File: config.mk
export PLATFORM = sky130hd
export DESIGN_NAME = nnsf_cell
export DESIGN_NICKNAME = d
export VERILOG_FILES = /design/src/sv/nnsf_cell.sv
export SDC_FILE = /design/constraint.sdc
export NUM_CORES = 1
export LEC_CHECK = 0
export BUFFER_PORTS_ARGS = -buffer_cell sky130_fd_sc_hd__buf_2
export CAP_MARGIN = 40
export CORE_MARGIN = 2
export CORE_UTILIZATION = 39
export DETAILED_ROUTE_END_ITERATION = 8
export PLACE_DENSITY = 0.57
export SETUP_SLACK_MARGIN = 0.1
export SLEW_MARGIN = 20
export SYNTH_ARGS = -nofsm -noshare
export SYNTH_HDL_FRONTEND = slang
export SYNTH_SLANG_ARGS = --single-unit
File: constraint.sdc
create_clock -name clk -period 9.5 [get_ports clk]
set_input_delay 1.425 -clock clk [delete_from_list [all_inputs] [get_ports clk]]
set_output_delay 1.425 -clock clk [all_outputs]
set_load 0.02 [all_outputs]
File: src/sv/nnsf_cell.sv
// one cell of the sorting chain: keeps the smaller candidate, passes the other on
module nnsf_cell #(
  parameter int DW = 36,
  parameter int IW = 10
) (
  input  logic          clk,
  input  logic          rst,
  input  logic          clr,
  input  logic          in_v,
  input  logic [DW-1:0] in_d,
  input  logic [IW-1:0] in_idx,
  output logic          out_v,
  output logic [DW-1:0] out_d,
  output logic [IW-1:0] out_idx,
  output logic          occ,
  output logic [IW-1:0] idx
);

  logic [DW-1:0] d;

  always_ff @(posedge clk) begin
    if (rst || clr) begin
      occ   <= 1'b0;
      out_v <= 1'b0;
    end else if (in_v) begin
      if (!occ) begin
        occ   <= 1'b1;
        out_v <= 1'b0;
      end else begin
        out_v <= 1'b1;
      end
    end else begin
      out_v <= 1'b0;
    end
  end

  always_ff @(posedge clk) begin
    if (in_v) begin
      if (!occ || in_d < d) begin
        d       <= in_d;
        idx     <= in_idx;
        out_d   <= d;
        out_idx <= idx;
      end else begin
        out_d   <= in_d;
        out_idx <= in_idx;
      end
    end
  end

endmodule

[After elaboration in Yosys (flattened, before gate mapping)]
Cells that the tools add are included.
Word-level totals
  register bits after elaboration: 94
  latch bits: 0
  memory bits (writable): 0
  memory bits (read-only): 0
  input port bits: 50
  output and inout port bits: 58
  memories kept: 0
Cells by class
  add/sub/neg operators: 0
  multipliers: 0
  div/mod/pow operators: 0
  order comparisons: 1
  eq/ne operators: 0
  shift operators: 0
  mux-type cells: 3
  bitwise gates (word level): 1
  reductions and logical operators: 5
Operators by type and width (number)
  36-bit < comparator: 1
  36-bit two-way mux: 1
  10-bit two-way mux: 1
  1-bit logical OR: 2
  2-bit AND reduction: 1
  2-bit OR reduction: 1
  1-bit logical NOT: 1
  1-bit two-way mux: 1
  1-bit NOT: 1

[Longest topological paths before layout]
  depth in word-level cells: 3
  gate-level depth with buffers: 10

[Worst setup path before layout]
No wires, ideal clock.
  path type: input-to-reg
  from: input in_d[18]
  to: register d[0] (enable)
  setup time: 0.408 ns
  arrival: 4.220 ns
  slack: 4.872 ns
  stages: 9
  cells stage by stage: ha_1 > and4_1 > and3_1 > a221oi_1 > a21oi_1 > o31ai_1 > buf_6 > buf_6 > and2_1
On the way
  longest elaborated chain between the ends: 3
RTL lines
  from (decl): line 10  | input logic [DW-1:0] in_d,
  36-bit < comparator: line 39  | if (!occ || in_d < d) begin
  1-bit logical OR: line 39
  2-bit AND reduction (no source line)
  to (signal assigned): line 40  | d <= in_d;
  to (decl): line 19  | logic [DW-1:0] d;
No other way between the ends.
A chain may end at the register's enable or synchronous reset.

[Final worst setup path]
  from: input in_d[35]
  to: register out_idx[8], data pin
On the way
  longest elaborated chain between the ends: 3
RTL lines
  36-bit < comparator: line 39
  1-bit logical OR: line 39
  10-bit two-way mux: line 39
  to (signal assigned): line 43  | out_idx <= idx;
  to (signal assigned): line 46  | out_idx <= in_idx;
  to (decl): line 14  | output logic [IW-1:0] out_idx,
No other way between the ends.

==> results.cfg <==
[drt]
dr.pass1.iters = 4
initialDrtViolationCount = 71
num_vias = 2577
antenna_left = 0
viasPerCell = 4.81
drt-total-wl_mm = 8.40
drc_errors = 0
wl_per_cell_um = 15.7

[clocking]
h-tree-depth = 3
clock_latency_ns = 0.35
cts_tree = yes
cts_root_buf = clkbuf_8
cts_sinks = 94
clockBufferDepth = 2
clk_pin_slew_worst_paths_ns = 0.08
ctsResizeCount = 0
ctsHoldBuffers = 0
numCtsBuffers = 9
cts_setup_buffers = 0

[sta]
maxSlewHeadroom = 0.458
clock_skew_ns = 0.00848
slew_violations = 0
rsz0062_at_grt = false
tightest_slew_ns = 0.813
finalHoldViolations = 0
finalSetupViolations = 0
period_share = 0.420
timing.final.ws_setup_ns = 5.51
max_clock_freq_mhz = 250
fin_crit_ns = 3.99
tns_ns = 0

[synthesis]
avgSynthCellArea_um2 = 16.0
syn_area_mm2 = 0.00439
synth_area_leader_cell = edfxtp_1
synthTopCellsByArea = edfxtp_1 63%, ha_1 10%, mux2_4 9.9%
synthDistinctLibCells = 29
ys_warn_count = 0
ys_ff_latch = 94
synth_nets = 360
synth_top_area_frac = 0.630
seq_area_frac_synth = 0.639
syn-instance-count = 275

[global_route]
grt_use_met1 = 0.192
track_usage = 0.145
grt_max_degree = 50
grt.busiest_layer = met2
antenna_found_initial = 0
grt_pass1_wl_mm = 12.9
use_met3 = 0.0435
grt_pass1_vias = 2562
grt_use_met2 = 0.225
grt_overflow = 0

[worst_hold_path]
hold_class = flip-flop to flip-flop

[setup_path]
arrival_ns = 4.10
end_kind = flip-flop
critPathRequiredTime_ns = 9.60
cp_slowest_cell = or4_1
cp_max_fo = 46
startpoint_type = primary input
max_stage_delay_ns = 0.61
crit_chain = buf_2, ha_1, and4_1, nand4_1, or4_1, nor4_2, o31ai_4, buf_4, mux2_1
critPathKind = primary input to flip-flop

[job]
max_cap_violations = 0

[placement]
portBuffers = 107
hpwl_mm = 5.70
gp_routability_congestion = 0.720
dpl_cell_area_mm2 = 0.00508
pre_cts_ws_ns = 5.10

[finish]
ff_latch_area_mm2 = 0.00280
diodes = 0
drive_gt1_frac = 0.391
n_fill_cell = 1008
nets = 476
syn_to_final_growth_pct = 20.6
stdcell_area_mm2 = 0.00529
final_cell_mix = 107 x buf_2, 92 x edfxtp_1, 36 x inv_1
multi_input_area_mm2 = 0.00141
final_common_cell = buf_2

[floorplanning]
core_area_mm2 = 0.0109
start_util = 0.403
die_width_um = 110
die-area_mm2 = 0.0121
pin_count = 108
die_h_um = 110
rows = 38

[pwr]
peakVddDrop_v = 0.0000763
p_leak_nw = 2.38
p_per_area_mw_per_mm2 = 170

[outcome]
run_status = completed
==> routing by layer <==
metal / part of all wire / wire, um
met5: 0 / 0
met4: 0.012 / 101
met3: 0.064 / 538
met2: 0.46 / 3820
met1: 0.47 / 3940
==> critical path: cells and delay by family <==
kind / cells / cell delay, ns
multiplexers: 1 / 0.42
AND/OR/NAND/NOR: 4 / 1.33
AO/OA/AOI/OAI: 1 / 0.11
adder cells (fa/ha/maj): 1 / 0.30
buffers and inverters: 2 / 0.51
==> stage by stage <==
stage,std cells,hold slack (ns),total power [mW],utilization
global route,536,0.595,0.941,0.486
detailed placement,520,0.547,0.629,0.467
floorplan,275,0.534,0.579,-
global placement,520,0.542,0.626,0.467
CTS,536,0.568,0.912,0.486
finish,536,0.560,0.898,0.486
==> final cells by class <==
cell class	instances	share of cell area
multi-input cells	140	0.267
clock inverters	5	0.0140
inverters	36	0.0255
repair buffers	110	0.105
flip-flops and latches	94	0.530
well taps	140	0.0331
clock buffers	11	0.0248
==> logic make-up (layout without fill, tap and decap cells) <==
kind of cell | Yosys count | after routing | synth area share
flops | 94 | 94 | 0.639
mux | 46 | 46 | 0.143
buf+inv | 41 | 162 | 0.0422
fa+ha+maj | 35 | 35 | 0.0998
compound gates | 31 | 31 | 0.0416
simple gates | 28 | 28 | 0.0345
==> worst paths after layout <==
path / start / end / slack (ns) / cells after the start
worst max-delay path: in_d[35] / out_idx[8] / 5.51 / 9
worst min-delay path: occ / out_v / 0.56 / 2
worst max register to register: d[35] / out_idx[8] / 6.31 / 9
worst min register to register: occ / out_v / 0.56 / 2
==> synth_stat cells <==
library cell,count
a41oi_1,1
nor2_1,3
a21oi_1,16
ha_1,35
and2_1,2
and3_1,2
mux2_1,17
nand4_1,3
or4_1,1
and4_1,2
a32oi_1,1
nor4_2,1
buf_6,4
buf_2,1
inv_1,36
a221o_1,1
nor3_1,2
o31ai_1,1
a211o_1,1
a221oi_1,1
nand3_1,1
nand2b_1,1
o21a_1,1
a21o_1,1
dfxtp_1,2
mux2_4,29
nand2_1,10
edfxtp_1,92
o21ai_0,7
==> power by group <==
part / internal, mW / switching, mW / total, mW
Sequential: 0.487 / 0.00980 / 0.497
Clock: 0.147 / 0.134 / 0.281
Combinational: 0.0513 / 0.0693 / 0.121
Total: 0.685 / 0.213 / 0.898
==> sequential cells by signal (all words and copies together), names as in the netlist <==
register,cells
idx,10
d,36
occ,1
out_d,36
out_idx,10
out_v,1
Note: power is estimated with default switching activity, not from simulation.
