### config.mk
export PLATFORM = sky130hd
export DESIGN_NAME = nnsf_div
export DESIGN_NICKNAME = d
export VERILOG_FILES = /design/src/sv/nnsf_div.sv
export SDC_FILE = /design/constraint.sdc
export NUM_CORES = 1
export LEC_CHECK = 0
export BUFFER_PORTS_ARGS = -buffer_cell sky130_fd_sc_hd__buf_2
export CAP_MARGIN = 20
export CORE_ASPECT_RATIO = 0.7
export CORE_MARGIN = 2
export CORE_UTILIZATION = 60
export DETAILED_ROUTE_END_ITERATION = 8
export GPL_TIMING_DRIVEN = 0
export PLACE_DENSITY = 0.85
export SLEW_MARGIN = 20
export SYNTH_ARGS = -nofsm -noshare
export SYNTH_HDL_FRONTEND = slang
export SYNTH_SLANG_ARGS = --single-unit
### constraint.sdc
create_clock -name clk -period 4.46 [get_ports clk]
set_clock_uncertainty 0.1 [all_clocks]
set_input_delay 0.223 -clock clk [delete_from_list [all_inputs] [get_ports clk]]
set_output_delay 0.223 -clock clk [all_outputs]
set_load 0.02 [all_outputs]
### src/sv/nnsf_div.sv
// signed by unsigned restoring divider, one quotient bit per cycle, truncates toward zero
module nnsf_div #(
  parameter int SW = 21,
  parameter int NW = 5
) (
  input  logic                 clk,
  input  logic                 rst,
  input  logic                 start,
  input  logic signed [SW-1:0] dividend,
  input  logic [NW-1:0]        divisor,
  output logic                 done,
  output logic signed [SW-1:0] quotient
);

  localparam int CW = $clog2(SW + 1);

  logic          busy;
  logic [CW-1:0] cnt;
  logic          neg;
  logic [SW-1:0] q;
  logic [NW-1:0] rem;
  logic [NW-1:0] dvs;
  logic [NW:0]   rem_sh;
  logic          take;

  assign rem_sh   = {rem, q[SW-1]};
  assign take     = rem_sh >= {1'b0, dvs};
  assign quotient = neg ? -$signed(q) : $signed(q);

  always_ff @(posedge clk) begin
    if (rst) begin
      busy <= 1'b0;
      done <= 1'b0;
      cnt  <= '0;
    end else begin
      done <= busy && cnt == CW'(1);
      if (start) begin
        busy <= 1'b1;
        cnt  <= CW'(SW);
      end else if (busy) begin
        cnt <= cnt - 1'b1;
        if (cnt == CW'(1)) begin
          busy <= 1'b0;
        end
      end
    end
  end

  always_ff @(posedge clk) begin
    if (start) begin
      neg <= dividend[SW-1];
      q   <= dividend[SW-1] ? SW'(-dividend) : SW'(dividend);
      rem <= '0;
      dvs <= divisor;
    end else if (busy) begin
      rem <= take ? NW'(rem_sh - {1'b0, dvs}) : rem_sh[NW-1:0];
      q   <= {q[SW-2:0], take};
    end
  end

endmodule

# --- Word level (Yosys, flattened, before mapping) ---
# Index checks and enable logic that the tools add are counted.
totals:
  register_bits: 39
  latchBits: 0
  mem_bits_rw: 0
  romBits: 0
  inputBits: 29
  output_inout_bits: 22
  elab_cells: 27
  memories: 0
classes:
  n_addsub: 4
  mul: 0
  n_div: 0
  order_cmp: 1
  eq_ne: 1
  shifts: 0
  n_mux: 10
  n_bitwise: 0
  reduce_logical: 3
ops:
  columns: ["op", "n"]
  rows:
  - ["21-bit 2-to-1 mux", 4]
  - ["21-bit negator", 2]
  - ["5-bit 2-to-1 mux", 3]
  - ["6-bit by 5-bit >= comparator with 1-bit output", 1]
  - ["5-bit by 1-bit == test with 1-bit output, second input constant", 1]
  - ["5-bit by 1-bit subtractor with 5-bit output, second input constant", 1]
  - ["5-bit subtractor", 1]
  - ["1-bit 2-to-1 mux", 3]
  - ["2-bit nonzero test", 1]
  - ["2-bit OR reduction", 1]
  - ["1-bit logical AND", 1]

# --- Depth between registers and ports, before layout ---
logic_depth:
  depth_word: 4
  ltp_mapped: 8

# --- Least setup slack after synthesis ---
# No wires, ideal clock.
synth_timing:
  kind: "register to register"
  start: "register q[20]"
  end: "register q[0] (data pin)"
  setup_ns: 0.260
  t_arrival_ns: 1.901
  required_time_ns: 4.100
  slack_ns: 2.199
  stages_incl_launch_ff: 9
  synth_period_minus_slack_ns: 2.261
  cell_sequence: "edfxtp_1 inv_1 ha_1 inv_1 fa_1 a211o_1 a21oi_1 o21ai_0 mux2_2"
synth_via:
  elab_chain_len: 3
synth_rtl:
  columns: ["element", "line_no", "rtl"]
  rows:
  - ["start, declared", "20", "logic [SW-1:0] q;"]
  - ["start signal, assigned", "52", "q <= dividend[SW-1] ? SW'(-dividend) : SW'(dividend);"]
  - ["start signal, assigned", "57", "q <= {q[SW-2:0], take};"]
  - ["6-bit by 5-bit >= comparator with 1-bit output", "27", "assign take = rem_sh >= {1'b0, dvs};"]
  - ["21-bit 2-to-1 mux", "55", "end else if (busy) begin"]
  - ["21-bit 2-to-1 mux", "50", "if (start) begin"]
# Every way passes these cells. The select of a mux whose other input is x is not followed.
# A chain may end at the register's enable or synchronous reset.

# --- Worst setup path in the final report ---
layout_timing:
  start: "register q[8]"
  end: "output port quotient[17]"
layout_via:
  elab_chain_len: 2
layout_rtl:
  columns: ["element", "line_no", "rtl"]
  rows:
  - ["21-bit negator", "28", "assign quotient = neg ? -$signed(q) : $signed(q);"]
  - ["21-bit 2-to-1 mux", "28", null]
  - ["end, declared", "12", "output logic signed [SW-1:0] quotient"]
# Every way passes these cells.

==> results.md <==
* Overall die area at 0.005134 mm^2
* CTS tree: done
* Asr flop ratio synth at 0
* Vias in the first global route at ~2200
* Endpoints failing hold at 0
* Startpoint class of the critical path: register
* Final period util at 0.6989
* Syn nets at 343
* ANT nets after route at 0
* Kind of end point of the critical path: output pin
* Wire per inst at approximately 16 um
* Fin nets at roughly 400
* GRT Util Overall at 0.2646
* Post-synth top area cell: edfxtp_1
* Yosys warning total at 0
* Lkg Pwr at 0.001239 uW
* Share of layout cells above drive strength 1 at 0.1841
* Top-area cell type share of the netlist area at 0.2958
* Num CTS Buffers at 5
* Diodes inserted at 0
* Fin area at 0.003164 mm^2
* Worst Slack Setup Final at between 1 and 1.5 ns
* Initial antenna violation count at 0
* Worst path cell trace: nor4_1 > nand3_1 > o41ai_1 > xnor2_1 > buf_2
* Final setup viols at 0
* Die Ht at between 60 and 70 um
* CTS Buffer Depth at 2
* Register bit total from synthesis at 39
* Row count at 20
* Worst path slowest cell: nor4_1
* Drt pass-1 iters at 5
* Mean Syn Cell Area at 9.018 um^2
* Die X at between 80 and 90 um
* Reg clk slew, reported paths at approximately 0.08 ns
* Max-cap violations at 0
* Slew headroom at 0.3981
* Setup CP Type: reg2out
* Starting DRT DRC Count at 239
* Routed vias at 2624
* Pwr dens at around 330 mW/mm^2
* Worst-Skew Late Latency at approximately 0.30 ns
* Count leader, synth: nor2_1
* H-Tree Depth at 2
* Main synth FF type: edfxtp_1
* Max stage delay on crit path at approximately 0.72 ns
* Dominant cells by area after synthesis: edfxtp_1 (30%), dfxtp_1 (8.8%), xnor2_1 (7.3%)
* Initial Utilization at 0.6296
* CP required at about 4.1 ns
* Core Footprint at between 0.004 and 0.005 mm^2
* Unrepaired setup endpoints after global routing: false
* Max VDD drop at slightly above 0.2 mV
* CP arrival at 2.79 ns
* Global route total overflow at 0
* Final critical-path required period at 3.117 ns
* Vias/cell at between 6 and 7
* EDFF count, synth at 27
* Final Wtd Congestion at approximately 0.89
* PortBufs at 50
* Post-CTS resize count at 0
* Final Slew Violations at 0
* CTS Sinks at 39
* Slew at the pin with the worst max-slew slack at between 0.9 and 1 ns
* Drc violations at 0
* Area after DPL at 0.003060 mm^2
* Max Freq at 320.8 MHz
* Syn Std Cell Area at 0.002741 mm^2
* Crit path max fanout at 6
* DP Worst Slack at between 1.5 and 2 ns
* Syn Inst Count at 304
* Largest net degree at the start of global routing at 22
* Fin Setup TNS at 0 ns
* Seq/Total Area, Yosys at 0.3834
* Post-DP HPWL at 4975 um
* Root Driver: clkbuf_8
* Most frequent cells after synthesis: nor2_1 (28), edfxtp_1 (27), xnor2_1 (23), a21oi_1 (22), nand2_1 (21)
* HP Class: in2reg
* P&R area growth vs syn at 15.43%
* Status: complete, no violations
* Routed WL at approximately 6700 um
* First-pass GRT wire length at ~10000 um
* Ports at just over 50
* Cell variety after synth at 48
per-layer routing:
| layer | global-route usage | wire, um |
|---|---|---|
| met1 | 0.3706 | 2927 |
| met2 | 0.4297 | 2985 |
| met3 | 0.04762 | 678 |
| met4 | 0.08163 | 123 |
| met5 | 0 | 0 |
cell type report:
class / count / area, um^2
Fill cell: 344 / 1190
Tap cell: 55 / 68.82
Inverter: 17 / 63.81
Clock buffer: 6 / 72.57
Clock inverter: 2 / 11.26
Sequential cell: 39 / 1051
Multi-Input combinational cell: 230 / 1553
Buffer: 18 / 73.82
Timing Repair Buffer: 52 / 270.3
worst paths after layout:
kind                          to  slack [ns]                start  depth (start not counted)
min reg2reg  cnt[1]$_SDFFE_PP0P_        0.42  cnt[1]$_SDFFE_PP0P_                          2
max                 quotient[17]        1.34       q[8]$_DFFE_PP_                          5
min             dvs[1]$_DFFE_PP_      0.0007           divisor[1]                          1
max reg2reg       q[0]$_DFFE_PP_        1.95      q[20]$_DFFE_PP_                          8
cell families (layout without fill, tap and decap cells):
kind of cell               count (synthesis)  count (layout)  synth area share
adders and majority gates                 10              10           0.04838
muxes                                      5               5           0.01871
and+or+nand+nor                          105             105            0.2008
xor gates and xnor gates                  36              36            0.1150
AOI/OAI and AO/OA                         74              74            0.1835
buffers and inverters                     35              95           0.05020
DFF                                       39              39            0.3834
state kept, by name, indices dropped and copies added, names as in the netlist:
signal,cells
dvs,5
rem,5
done,1
busy,1
neg,1
cnt,5
q,21
timing repair:
action	CTS	global route
buffers inserted	0	0
hold buffers	0	2
hold endpoints to repair	0	2
power breakdown:
part | switching, uW | internal, uW | total [uW]
sequential | 39.5 | 432 | 471
clock | 129 | 110 | 239
combinational | 193 | 132 | 325
total | 361 | 674 | 1030
placed cells by master, fill, tap and decap left out, drive strengths merged, types with 4 or more instances in the layout:
cell type / n
nor3: 8
o21ai: 13
xor2: 13
clkbuf: 18
nand3: 6
or4: 5
dfxtp: 12
xnor2: 23
o211ai: 5
buf: 56
edfxtp: 27
nor4: 4
ha: 9
nor2: 28
mux2i: 4
o41ai: 9
nor3b: 4
nand4: 5
nand3b: 6
nand2: 21
a21oi: 22
or3: 5
inv: 18
o31ai: 9
critical path: cells and delay by family (launching register included):
family	cells	cell delay, ns
and+or+nand+nor	2	1.10
xor gates and xnor gates	1	0.20
AOI/OAI and AO/OA	1	0.52
DFF	1	0.46
buffers and inverters	1	0.20
stage by stage:
stage | hold WS, ns | power [uW] | utilization | cells
after global placement | 0.2992 | 788.4 | 0.7029 | 409
after detailed placement | 0.3022 | 797.2 | 0.7029 | 409
after floorplan | 0.1921 | 693.9 | - | 304
after CTS | 0.001162 | 1027 | 0.7221 | 417
final | 0.0006530 | 1035 | 0.7267 | 419
after global routing | 0.00007902 | 1084 | 0.7267 | 419
(Power assumes the default switching activity.)
